[src/sv/i2p_pkg.sv]
// Shared types, codes and lookup functions for the infix-to-postfix converter.
`timescale 1ns / 1ps

package i2p_pkg;

  localparam int STACK_DEPTH = 32;
  localparam int ADDR_W      = (STACK_DEPTH > 1) ? $clog2(STACK_DEPTH) : 1;
  localparam int CNT_W       = $clog2(STACK_DEPTH + 1);

  typedef logic [ADDR_W-1:0] addr_t;
  typedef logic [CNT_W-1:0]  cnt_t;
  typedef logic [2:0]        op_code_t;
  typedef logic [1:0]        status_t;
  typedef logic [2:0]        prio_t;

  localparam op_code_t OP_NONE  = 3'd0;
  localparam op_code_t OP_OPEN  = 3'd1;
  localparam op_code_t OP_PLUS  = 3'd2;
  localparam op_code_t OP_MINUS = 3'd3;
  localparam op_code_t OP_MUL   = 3'd4;
  localparam op_code_t OP_DIV   = 3'd5;
  localparam op_code_t OP_POW   = 3'd6;

  localparam status_t ST_OK        = 2'd0;
  localparam status_t ST_OVERFLOW  = 2'd1;
  localparam status_t ST_UNMATCHED = 2'd2;

  localparam logic [7:0] CHAR_OPEN  = 8'h28;
  localparam logic [7:0] CHAR_CLOSE = 8'h29;
  localparam logic [7:0] CHAR_MUL   = 8'h2A;
  localparam logic [7:0] CHAR_PLUS  = 8'h2B;
  localparam logic [7:0] CHAR_MINUS = 8'h2D;
  localparam logic [7:0] CHAR_DIV   = 8'h2F;
  localparam logic [7:0] CHAR_POW   = 8'h5E;
  localparam logic [7:0] CHAR_NUL   = 8'h00;

  // Write/read request to the operator stack memory
  typedef struct packed {
    logic     we;
    addr_t    waddr;
    op_code_t wdata;
    addr_t    raddr;
  } stack_req_t;

  function automatic op_code_t char_to_op(input logic [7:0] c);
    op_code_t r;
    case (c)
      CHAR_OPEN:  r = OP_OPEN;
      CHAR_PLUS:  r = OP_PLUS;
      CHAR_MINUS: r = OP_MINUS;
      CHAR_MUL:   r = OP_MUL;
      CHAR_DIV:   r = OP_DIV;
      CHAR_POW:   r = OP_POW;
      default:    r = OP_NONE;
    endcase
    return r;
  endfunction

  function automatic logic [7:0] op_to_char(input op_code_t c);
    logic [7:0] r;
    case (c)
      OP_OPEN:  r = CHAR_OPEN;
      OP_PLUS:  r = CHAR_PLUS;
      OP_MINUS: r = CHAR_MINUS;
      OP_MUL:   r = CHAR_MUL;
      OP_DIV:   r = CHAR_DIV;
      OP_POW:   r = CHAR_POW;
      default:  r = CHAR_NUL;
    endcase
    return r;
  endfunction

  function automatic prio_t op_prio(input op_code_t c);
    prio_t r;
    case (c)
      OP_OPEN:          r = 3'd1;
      OP_PLUS, OP_MINUS: r = 3'd2;
      OP_MUL, OP_DIV:   r = 3'd3;
      OP_POW:           r = 3'd4;
      default:          r = 3'd0;
    endcase
    return r;
  endfunction

endpackage

[src/sv/i2p_stack.sv]
// Operator stack memory with a registered top-of-stack read and write forwarding.
`timescale 1ns / 1ps

module i2p_stack (
  input  logic                clk,
  input  i2p_pkg::stack_req_t req,
  output i2p_pkg::op_code_t   top
);
  import i2p_pkg::*;

  op_code_t mem [STACK_DEPTH];
  op_code_t top_r;

  always_ff @(posedge clk) begin
    if (req.we) begin
      mem[req.waddr] <= req.wdata;
    end
  end

  // a push lands on the entry being read in the same cycle: bypass the array
  always_ff @(posedge clk) begin
    if (req.we && (req.waddr == req.raddr)) begin
      top_r <= req.wdata;
    end else begin
      top_r <= mem[req.raddr];
    end
  end

  assign top = top_r;

endmodule

[src/sv/infix_to_postfix_converter.sv]
// Top level of the shunting-yard infix-to-postfix converter.
//
// Input channel: in_char with in_end_of_line, taken when in_valid is high and
// in_stall low. One request is worked on at a time; in_stall stays high until
// every result of the current request has been handed to the output register.
// Result channel: out_char, out_status and out_last_of_run, offered while
// out_valid is high and taken when out_stall is low. out_last_of_run marks the
// final result of each input request; a request may give no result at all.
// Sequence: a request passes from idle through the work and flush states and
// back to idle; each operator popped from the stack adds a step, and a step
// waits while the output is full. The top entry of the stack memory is held in
// a register fed by the read port with forwarding from the write port.
// The last result of a request is offered from the cycle in which in_stall drops.
// While out_stall is high the sequencer holds at the next result and the
// input side stays stalled; nothing is lost or repeated.
// Reset (rst_n low, synchronous) empties the stack and drops any result
// not yet taken; the stack memory itself is not cleared.
`timescale 1ns / 1ps

module infix_to_postfix_converter (
  input  logic       clk,
  input  logic       rst_n,
  input  logic       in_valid,
  output logic       in_stall,
  input  logic [7:0] in_char,
  input  logic       in_end_of_line,
  output logic       out_valid,
  input  logic       out_stall,
  output logic [7:0] out_char,
  output i2p_pkg::status_t out_status,
  output logic       out_last_of_run
);
  import i2p_pkg::*;

  typedef enum logic [1:0] {
    S_IDLE,
    S_WORK,
    S_FLUSH
  } state_t;

  state_t     state_r, state_nxt;
  cnt_t       cnt_r, cnt_nxt;
  logic [7:0] char_r;
  logic       eol_r;

  logic       pend_v_r, pend_v_nxt;
  logic [7:0] pend_char_r, pend_char_nxt;
  status_t    pend_st_r, pend_st_nxt;

  logic       out_valid_r, out_valid_nxt;
  logic [7:0] out_char_r, out_char_nxt;
  status_t    out_st_r, out_st_nxt;
  logic       out_last_r, out_last_nxt;

  stack_req_t req;
  op_code_t   top;
  op_code_t   code;
  logic       has_top;
  logic       can_out;
  logic       adv;
  logic       gen;
  logic       fin;
  logic [7:0] gen_char;
  status_t    gen_st;

  i2p_stack u_stack (
    .clk (clk),
    .req (req),
    .top (top)
  );

  assign in_stall        = (state_r != S_IDLE);
  assign out_valid       = out_valid_r;
  assign out_char        = out_char_r;
  assign out_status      = out_st_r;
  assign out_last_of_run = out_last_r;

  assign code    = char_to_op(char_r);
  assign has_top = (cnt_r != '0);
  assign can_out = !out_valid_r || !out_stall;
  // a step may release the held result, so it waits for room at the output
  assign adv     = !pend_v_r || can_out;

  always_comb begin
    state_nxt     = state_r;
    cnt_nxt       = cnt_r;
    gen           = 1'b0;
    fin           = 1'b0;
    gen_char      = CHAR_NUL;
    gen_st        = ST_OK;
    req.we        = 1'b0;
    req.waddr     = cnt_r[ADDR_W-1:0];
    req.wdata     = code;

    case (state_r)
      S_IDLE: begin
        if (in_valid) begin
          state_nxt = S_WORK;
        end
      end
      S_WORK: begin
        if (adv) begin
          if (char_r == CHAR_CLOSE) begin
            if (has_top && (top != OP_OPEN)) begin
              gen      = 1'b1;
              gen_char = op_to_char(top);
              cnt_nxt  = cnt_r - 1'b1;
            end else if (has_top) begin
              cnt_nxt   = cnt_r - 1'b1;
              state_nxt = S_FLUSH;
            end else begin
              gen       = 1'b1;
              gen_st    = ST_UNMATCHED;
              state_nxt = S_FLUSH;
            end
          end else if (code != OP_NONE) begin
            if ((code != OP_OPEN) && has_top && (op_prio(code) <= op_prio(top))) begin
              gen      = 1'b1;
              gen_char = op_to_char(top);
              cnt_nxt  = cnt_r - 1'b1;
            end else begin
              if (cnt_r >= CNT_W'(STACK_DEPTH)) begin
                gen    = 1'b1;
                gen_st = ST_OVERFLOW;
              end else begin
                req.we  = 1'b1;
                cnt_nxt = cnt_r + 1'b1;
              end
              state_nxt = S_FLUSH;
            end
          end else begin
            gen       = 1'b1;
            gen_char  = char_r;
            state_nxt = S_FLUSH;
          end
        end
      end
      S_FLUSH: begin
        if (adv) begin
          if (eol_r && has_top) begin
            gen      = 1'b1;
            gen_char = op_to_char(top);
            cnt_nxt  = cnt_r - 1'b1;
          end else begin
            fin       = 1'b1;
            state_nxt = S_IDLE;
          end
        end
      end
      default: begin
        state_nxt = S_IDLE;
      end
    endcase

    // keep the top register tracking the entry below the new count
    req.raddr = ADDR_W'(cnt_nxt - 1'b1);
  end

  // One result is held back until it is known whether another follows.
  always_comb begin
    pend_v_nxt    = pend_v_r;
    pend_char_nxt = pend_char_r;
    pend_st_nxt   = pend_st_r;
    out_valid_nxt = out_valid_r && out_stall;
    out_char_nxt  = out_char_r;
    out_st_nxt    = out_st_r;
    out_last_nxt  = out_last_r;

    if (gen || fin) begin
      if (pend_v_r) begin
        out_valid_nxt = 1'b1;
        out_char_nxt  = pend_char_r;
        out_st_nxt    = pend_st_r;
        out_last_nxt  = fin;
      end
      pend_v_nxt    = gen;
      pend_char_nxt = gen_char;
      pend_st_nxt   = gen_st;
    end
  end

  always_ff @(posedge clk) begin
    if (!rst_n) begin
      state_r     <= S_IDLE;
      cnt_r       <= '0;
      pend_v_r    <= 1'b0;
      out_valid_r <= 1'b0;
    end else begin
      state_r     <= state_nxt;
      cnt_r       <= cnt_nxt;
      pend_v_r    <= pend_v_nxt;
      out_valid_r <= out_valid_nxt;
    end
    pend_char_r <= pend_char_nxt;
    pend_st_r   <= pend_st_nxt;
    out_char_r  <= out_char_nxt;
    out_st_r    <= out_st_nxt;
    out_last_r  <= out_last_nxt;
  end

  always_ff @(posedge clk) begin
    if (in_valid && !in_stall) begin
      char_r <= in_char;
      eol_r  <= in_end_of_line;
    end
  end

endmodule
[config.mk]
export PLATFORM = sky130hd
export DESIGN_NAME = infix_to_postfix_converter
export DESIGN_NICKNAME = d
export VERILOG_FILES = /design/src/sv/i2p_pkg.sv /design/src/sv/i2p_stack.sv /design/src/sv/infix_to_postfix_converter.sv
export SDC_FILE = /design/constraint.sdc
export NUM_CORES = 1
export LEC_CHECK = 0
export ABC_AREA = 1
export BUFFER_PORTS_ARGS = -buffer_cell sky130_fd_sc_hd__buf_2
export CAP_MARGIN = 30
export CORE_AREA = 5 5 101 141
export CTS_CLUSTER_SIZE = 25
export DETAILED_ROUTE_END_ITERATION = 8
export DIE_AREA = 0 0 106 146
export PLACE_DENSITY = 0.71
export SYNTH_ARGS = -nofsm -noshare
export SYNTH_HDL_FRONTEND = slang
export SYNTH_SLANG_ARGS = --single-unit
[constraint.sdc]
create_clock -name clk -period 4.3 [get_ports clk]
set_clock_uncertainty 0.1 [all_clocks]
set_input_delay 0.645 -clock clk [delete_from_list [all_inputs] [get_ports clk]]
set_output_delay 0.645 -clock clk [all_outputs]
set_load 0.01 [all_outputs]
; Word level (Yosys, flattened, before mapping)
; Memories as Yosys holds them, arrays and structs flattened. A register that Yosys moved wholly into a read port is not among the register bits.
; Cells that the tools add are included.
; W data, S select, Z words.
[word_totals]
memories = 1
in_bits = 13
regBits = 40
ram_bits = 96
[memory_table]
columns = name, depth, word_bits, read_ports, rd_ports_with_merged_regs, write_ports, line
row1 = u_stack.mem, 32, 3, 1, 1, 1, i2p_stack.sv:11  ; op_code_t mem [STACK_DEPTH];
[op_classes]
n_eq_ne = 29
n_mux = 68
reduce_logical = 24
addsub = 3
order_cmp = 2
[op_table]
columns = cell, n
row1 = $mux W6, 9
row2 = $eq A8 B6 Y1 const B, 6
row3 = $mux W8, 6
row4 = $pmux W7 S6, 1
row5 = $mux W1, 25
row6 = $mux W3, 8
row7 = $pmux W3 S4, 2
row8 = $mux W2, 11
row9 = $eq A3 B3 Y1 const B, 6
row10 = $pmux W3 S6, 1
row11 = $pmux W8 S2, 1
row12 = $eq A3 B2 Y1 const B, 4
row13 = $pmux W6 S2, 1
row14 = $eq A8 B7 Y1 const B, 1
row15 = $ne A2 B2 Y1 const B, 4
row16 = $reduce_or A2 Y1, 4
row17 = $mux W7, 1
row18 = $add A6 B1 Y6 const B, 1
row19 = $eq A3 B1 Y1 const B, 2
row20 = $ge A6 B6 Y1 const B, 1
row21 = $logic_and A1 B1 Y1, 6
row22 = $ne A3 B1 Y1 const B, 2
row23 = $pmux W2 S3, 1
row24 = $reduce_and A6 Y1, 1
row25 = other kinds (15), 21

; Longest topological paths before layout
[logic_depth]
ltp_word = 18
mapped_depth = 29

; Cells and area by module
; From an unflattened synthesis, not the netlist that was laid out.
[hier_totals]
hier_cells = 735
hier_area_um2 = 7035.5
[by_module_without_submodules]
columns = module, area_per_inst_um2, seq_area_each_um2, cells_each, n_inst
row1 = i2p_stack, 4167.7, 2982.9, 379, 1
row2 = infix_to_postfix_converter, 2867.8, 1101.1, 356, 1

; Least setup slack after synthesis
; OpenSTA, ideal clock, no wires.
[synth_path]
kind = register -> register
from = reg char_r[1]
to = reg out_char_r[0] (netlist: out_char[0]) (enable)
path_stages_with_launch = 18
path_buffers = 0
arrival_time_ps = 3179
required_time_ps = 3861
synth_period_minus_slack_ps = 3618
setup_slack_ps = 682
path_cell_list = edfxtp_1 nor2_1 inv_1 nor3_1 inv_1 nand3_1 o21ai_0 ha_1 nand3_1 o21ai_0 nand3_2 nand3_1 nand2_1 nand2_1 nand2_1 nand2_1 nand2_1 inv_1
[synth_between]
elab_chain_len = 18
word_cells_on_any_way = 33
classes_between = order compare (1) / eq/ne (14) / mux (11) / reduce/logical (7)
[synth_rtl]
columns = item, line
row1 = start: declaration, infix_to_postfix_converter.sv:43  ; logic [7:0] char_r;
row2 = start signal: assignment, infix_to_postfix_converter.sv:203  ; char_r <= in_char;
row3 = $eq A8 B7 Y1 or $eq A8 B6 Y1 (tied branches), i2p_pkg.sv:47  ; case (c)
row4 = $pmux W3 S6 *, i2p_pkg.sv:47
row5 = named net code[0], infix_to_postfix_converter.sv:57  ; op_code_t code;
row6 = $eq A3 B3 Y1 or $eq A3 B2 Y1 (tied branches), i2p_pkg.sv:75  ; case (c)
row7 = $reduce_or A2 Y1, i2p_pkg.sv:75
row8 = $pmux W3 S4, i2p_pkg.sv:75
row9 = $mux W3, infix_to_postfix_converter.sv:116  ; end else if (code != OP_NONE) begin
row10 = $mux W3, infix_to_postfix_converter.sv:103  ; if (char_r == CHAR_CLOSE) begin
row11 = [... 3 more ...], -
row12 = $logic_and A1 B1 Y1, infix_to_postfix_converter.sv:117  ; if ((code != OP_OPEN) && has_top && (op_prio(code) <= op_prio(top))) begin
row13 = $mux W1, infix_to_postfix_converter.sv:117
row14 = $mux W1 *, infix_to_postfix_converter.sv:116
row15 = $mux W1 *, infix_to_postfix_converter.sv:103
row16 = $mux W1 *, infix_to_postfix_converter.sv:102  ; if (adv) begin
row17 = $pmux W1 S2 *, infix_to_postfix_converter.sv:95  ; case (state_r)
row18 = $logic_or A1 B1 Y1 *, infix_to_postfix_converter.sv:169  ; if (gen || fin) begin
row19 = $reduce_and A2 Y1 (no line) *, -
row20 = end signal: assignment, infix_to_postfix_converter.sv:196  ; out_char_r <= out_char_nxt;
row21 = end: declaration, infix_to_postfix_converter.sv:51  ; logic [7:0] out_char_r, out_char_nxt;
; The timed path passes the listed nets; every way through them passes the cells marked *. The select of a mux whose other input is x is not followed.
; A chain may end at the register's enable or synchronous reset.

==> impl_metrics.ini <==
[grt]
grt_util_all_layers_pct = 22.5
antenna_found_initial = 0
grt_pass1_wl_um = 26900
grt_pass1_vias = 5430
grt_max_degree = 49
grt_overflow = 0

[cts]
clock_path_buffers = 2
cts_sinks = 141
cts_hold_buf = 0
h-tree-depth = 4
cts_root_buffer = clkbuf_16
cts_made_buffers = 17
worst_skew_pair.late_latency_ns = 0.42
clkTransAtPathRegs_ns = 0.06
cts_tree = done

[synthesis]
ys_ff_latch = 141
ys_seq_area_share_pct = 59.6
synthesis.nets = 763
synth_cell_types = 34
synth_common_cells = nand2_1, edfxtp_1, nand3_1
synth_cells = 738
synth_top_cell_area_share_pct = 55.2
synth_area_leaders = edfxtp_1, nand2_1, nand3_1
yosysTopAreaCell = edfxtp_1
synthFlopType = edfxtp_1
syn_area_mm2 = 0.00685
synth_warnings = 0
async_reset_ff_share_pct = 0
syn_avg_cell_area_um2 = 9.28
yosysMostFrequentCell = nand2_1
synth_edf_count = 126

[cells_and_area]
final_area_mm2 = 0.00775
final_layout_size_suffix_gt1_share_pct = 11.5
antenna_cells = 0
fin_cells = 937
area_delta_synth_final_pct = 13.2
layout.nets = 796

[drt]
wl_per_cell_um = 17.9
vias_per_cell = 5.74
num_vias = 5376
antenna_left = 0
wl_um = 16800
dr.first_iter.drc_count = 362
dr.pass1.iters = 5
drc = 0

[critical_path]
startpoint_type = flop
path_class = flop to flop
cp_max_fo = 29
arrival_ns = 3.95
cp.required_ns = 4.29
endpoint_kind = flop

[timing]
slew_violations = 0
period_share_pct = 92.0
layout_min_cycle_time_ns = 3.96
setup_tns_ns = 0
rsz0062_at_grt = no
relSlewSlack_pct = 65.2
hold_ws_ns = 0.300
tightestPinTransition_ns = 0.521
finalSetupViolations = 0
clock.fmax_mhz = 253
hold_viol_final = 0

[placement]
gp_congestion = 0.938
dpl.hpwl_um = 11900
numPortBuffers = 25
placed_area_mm2 = 0.00713
place_inst = 905

[die]
io_pins = 26
start_util_pct = 53.7
core_mm2 = 0.0128
num_rows = 49
die_area_mm2 = 0.0155
die_h_um = 146
die_w_um = 106

[job]
maxCapViolCount = 0

[run_status]
status = completed

[power]
p_leak_uw = 0.00328
vdd_ir_drop_max_uv = 560
power_density_mw_per_mm2 = 701

[min_path]
hp-class = input port to flop
## logic make-up (layout without fill, tap and decap cells)
family	Yosys count	in the layout	share of synthesized area, %
buf+inv	84	130	5.48
xor+xnor	5	5	0.639
fa+ha+maj	12	12	2.19
simple gates	447	447	28.2
compound gates	49	49	3.91
flops	141	141	59.6
## metal layers
metal | GRT usage (%) | vias up | wire [um]
li1 | - | 2563 | -
met5 | 0 | - | 0
met2 | 42.5 | 253 | 9180
met4 | 10.2 | 0 | 603
met1 | 24.0 | 2514 | 5920
met3 | 3.86 | 46 | 1070
## registers in the layout, indices dropped and copies added (netlist names), 2 cells and up, named ones only
| signal | count |
|---|---|
| u_stack.mem | 96 |
| char_r | 8 |
| out_char | 8 |
| pend_char_r | 8 |
| cnt_r | 6 |
| out_status | 2 |
| pend_st_r | 2 |
| state_r | 2 |
## final timing paths
path	from	endpoint	slack, ns	cells past startpoint
setup reg to reg	flop	u_stack.mem[18][2]	0.34	22
hold reg to reg	pend_char_r[5]	out_char[5]	0.32	0
hold / removal	in_char[7]	char_r[7]	0.30	1
setup / recovery	flop	u_stack.mem[18][2]	0.34	22
## where the power goes
part           internal (uW)  leakage (uW)  switching (uW)
Combinational            630       0.00153            1510
Clock                    921      0.000296             575
Sequential              1700       0.00145             100
Total                   3250       0.00328            2190
## cell usage in the layout, fill, tap and decap left out, drive strengths merged, types with 4 or more instances in the layout
| cell | instances |
|---|---|
| dfxtp | 15 |
| edfxtp | 126 |
| buf | 34 |
| nor3 | 5 |
| ha | 12 |
| clkbuf | 17 |
| nand3 | 116 |
| clkinv | 8 |
| nand4 | 14 |
| inv | 65 |
| a21oi | 21 |
| o21ai | 19 |
| nand2 | 241 |
| nor2 | 69 |
| o211ai | 4 |
## layout make-up
type                       instances  area, um2
timing repair buffer              34        229
sequential                       141       4080
clock buffer                      17        425
fill                            1088       5000
inverter                          64        244
multi-input combinational        513       2390
tap                              153        191
clock inverter                    15        188
## worst max-delay path, cell delays in order, from the launching register on
cell,delay (ns)
dfxtp_1,0.33
inv_2,0.31
buf_12,0.23
nand2_1,0.06
nand3_1,0.08
nand3_1,0.13
nand2_1,0.10
nand2_1,0.07
nand2_1,0.09
nand2_1,0.05
nand2_1,0.14
nand2_1,0.11
nand2_2,0.08
inv_2,0.04
ha_1,0.28
nand2_1,0.05
nor2_1,0.08
o21ai_0,0.11
nand3_2,0.17
nand3_1,0.16
nor2_2,0.20
nand2_1,0.33
nor2_1,0.34
## through the flow
step	setup WS [ns]	power [uW]	util, %
5_1_grt	0.0135	5800	60.8
3_3_place_gp	0.481	3900	55.7
6_report	0.342	5440	60.8
3_5_place_dp	0.326	3930	55.9
4_1_cts	0.276	5440	60.7
2_1_floorplan	0.682	3390	-
## repair_timing
item,in CTS,in global routing
resized for setup,0,3
setup buffers,0,0
hold endpoints to repair,0,0
endpoints found under the setup margin,0,11
Power figures use the tool's default switching activity.
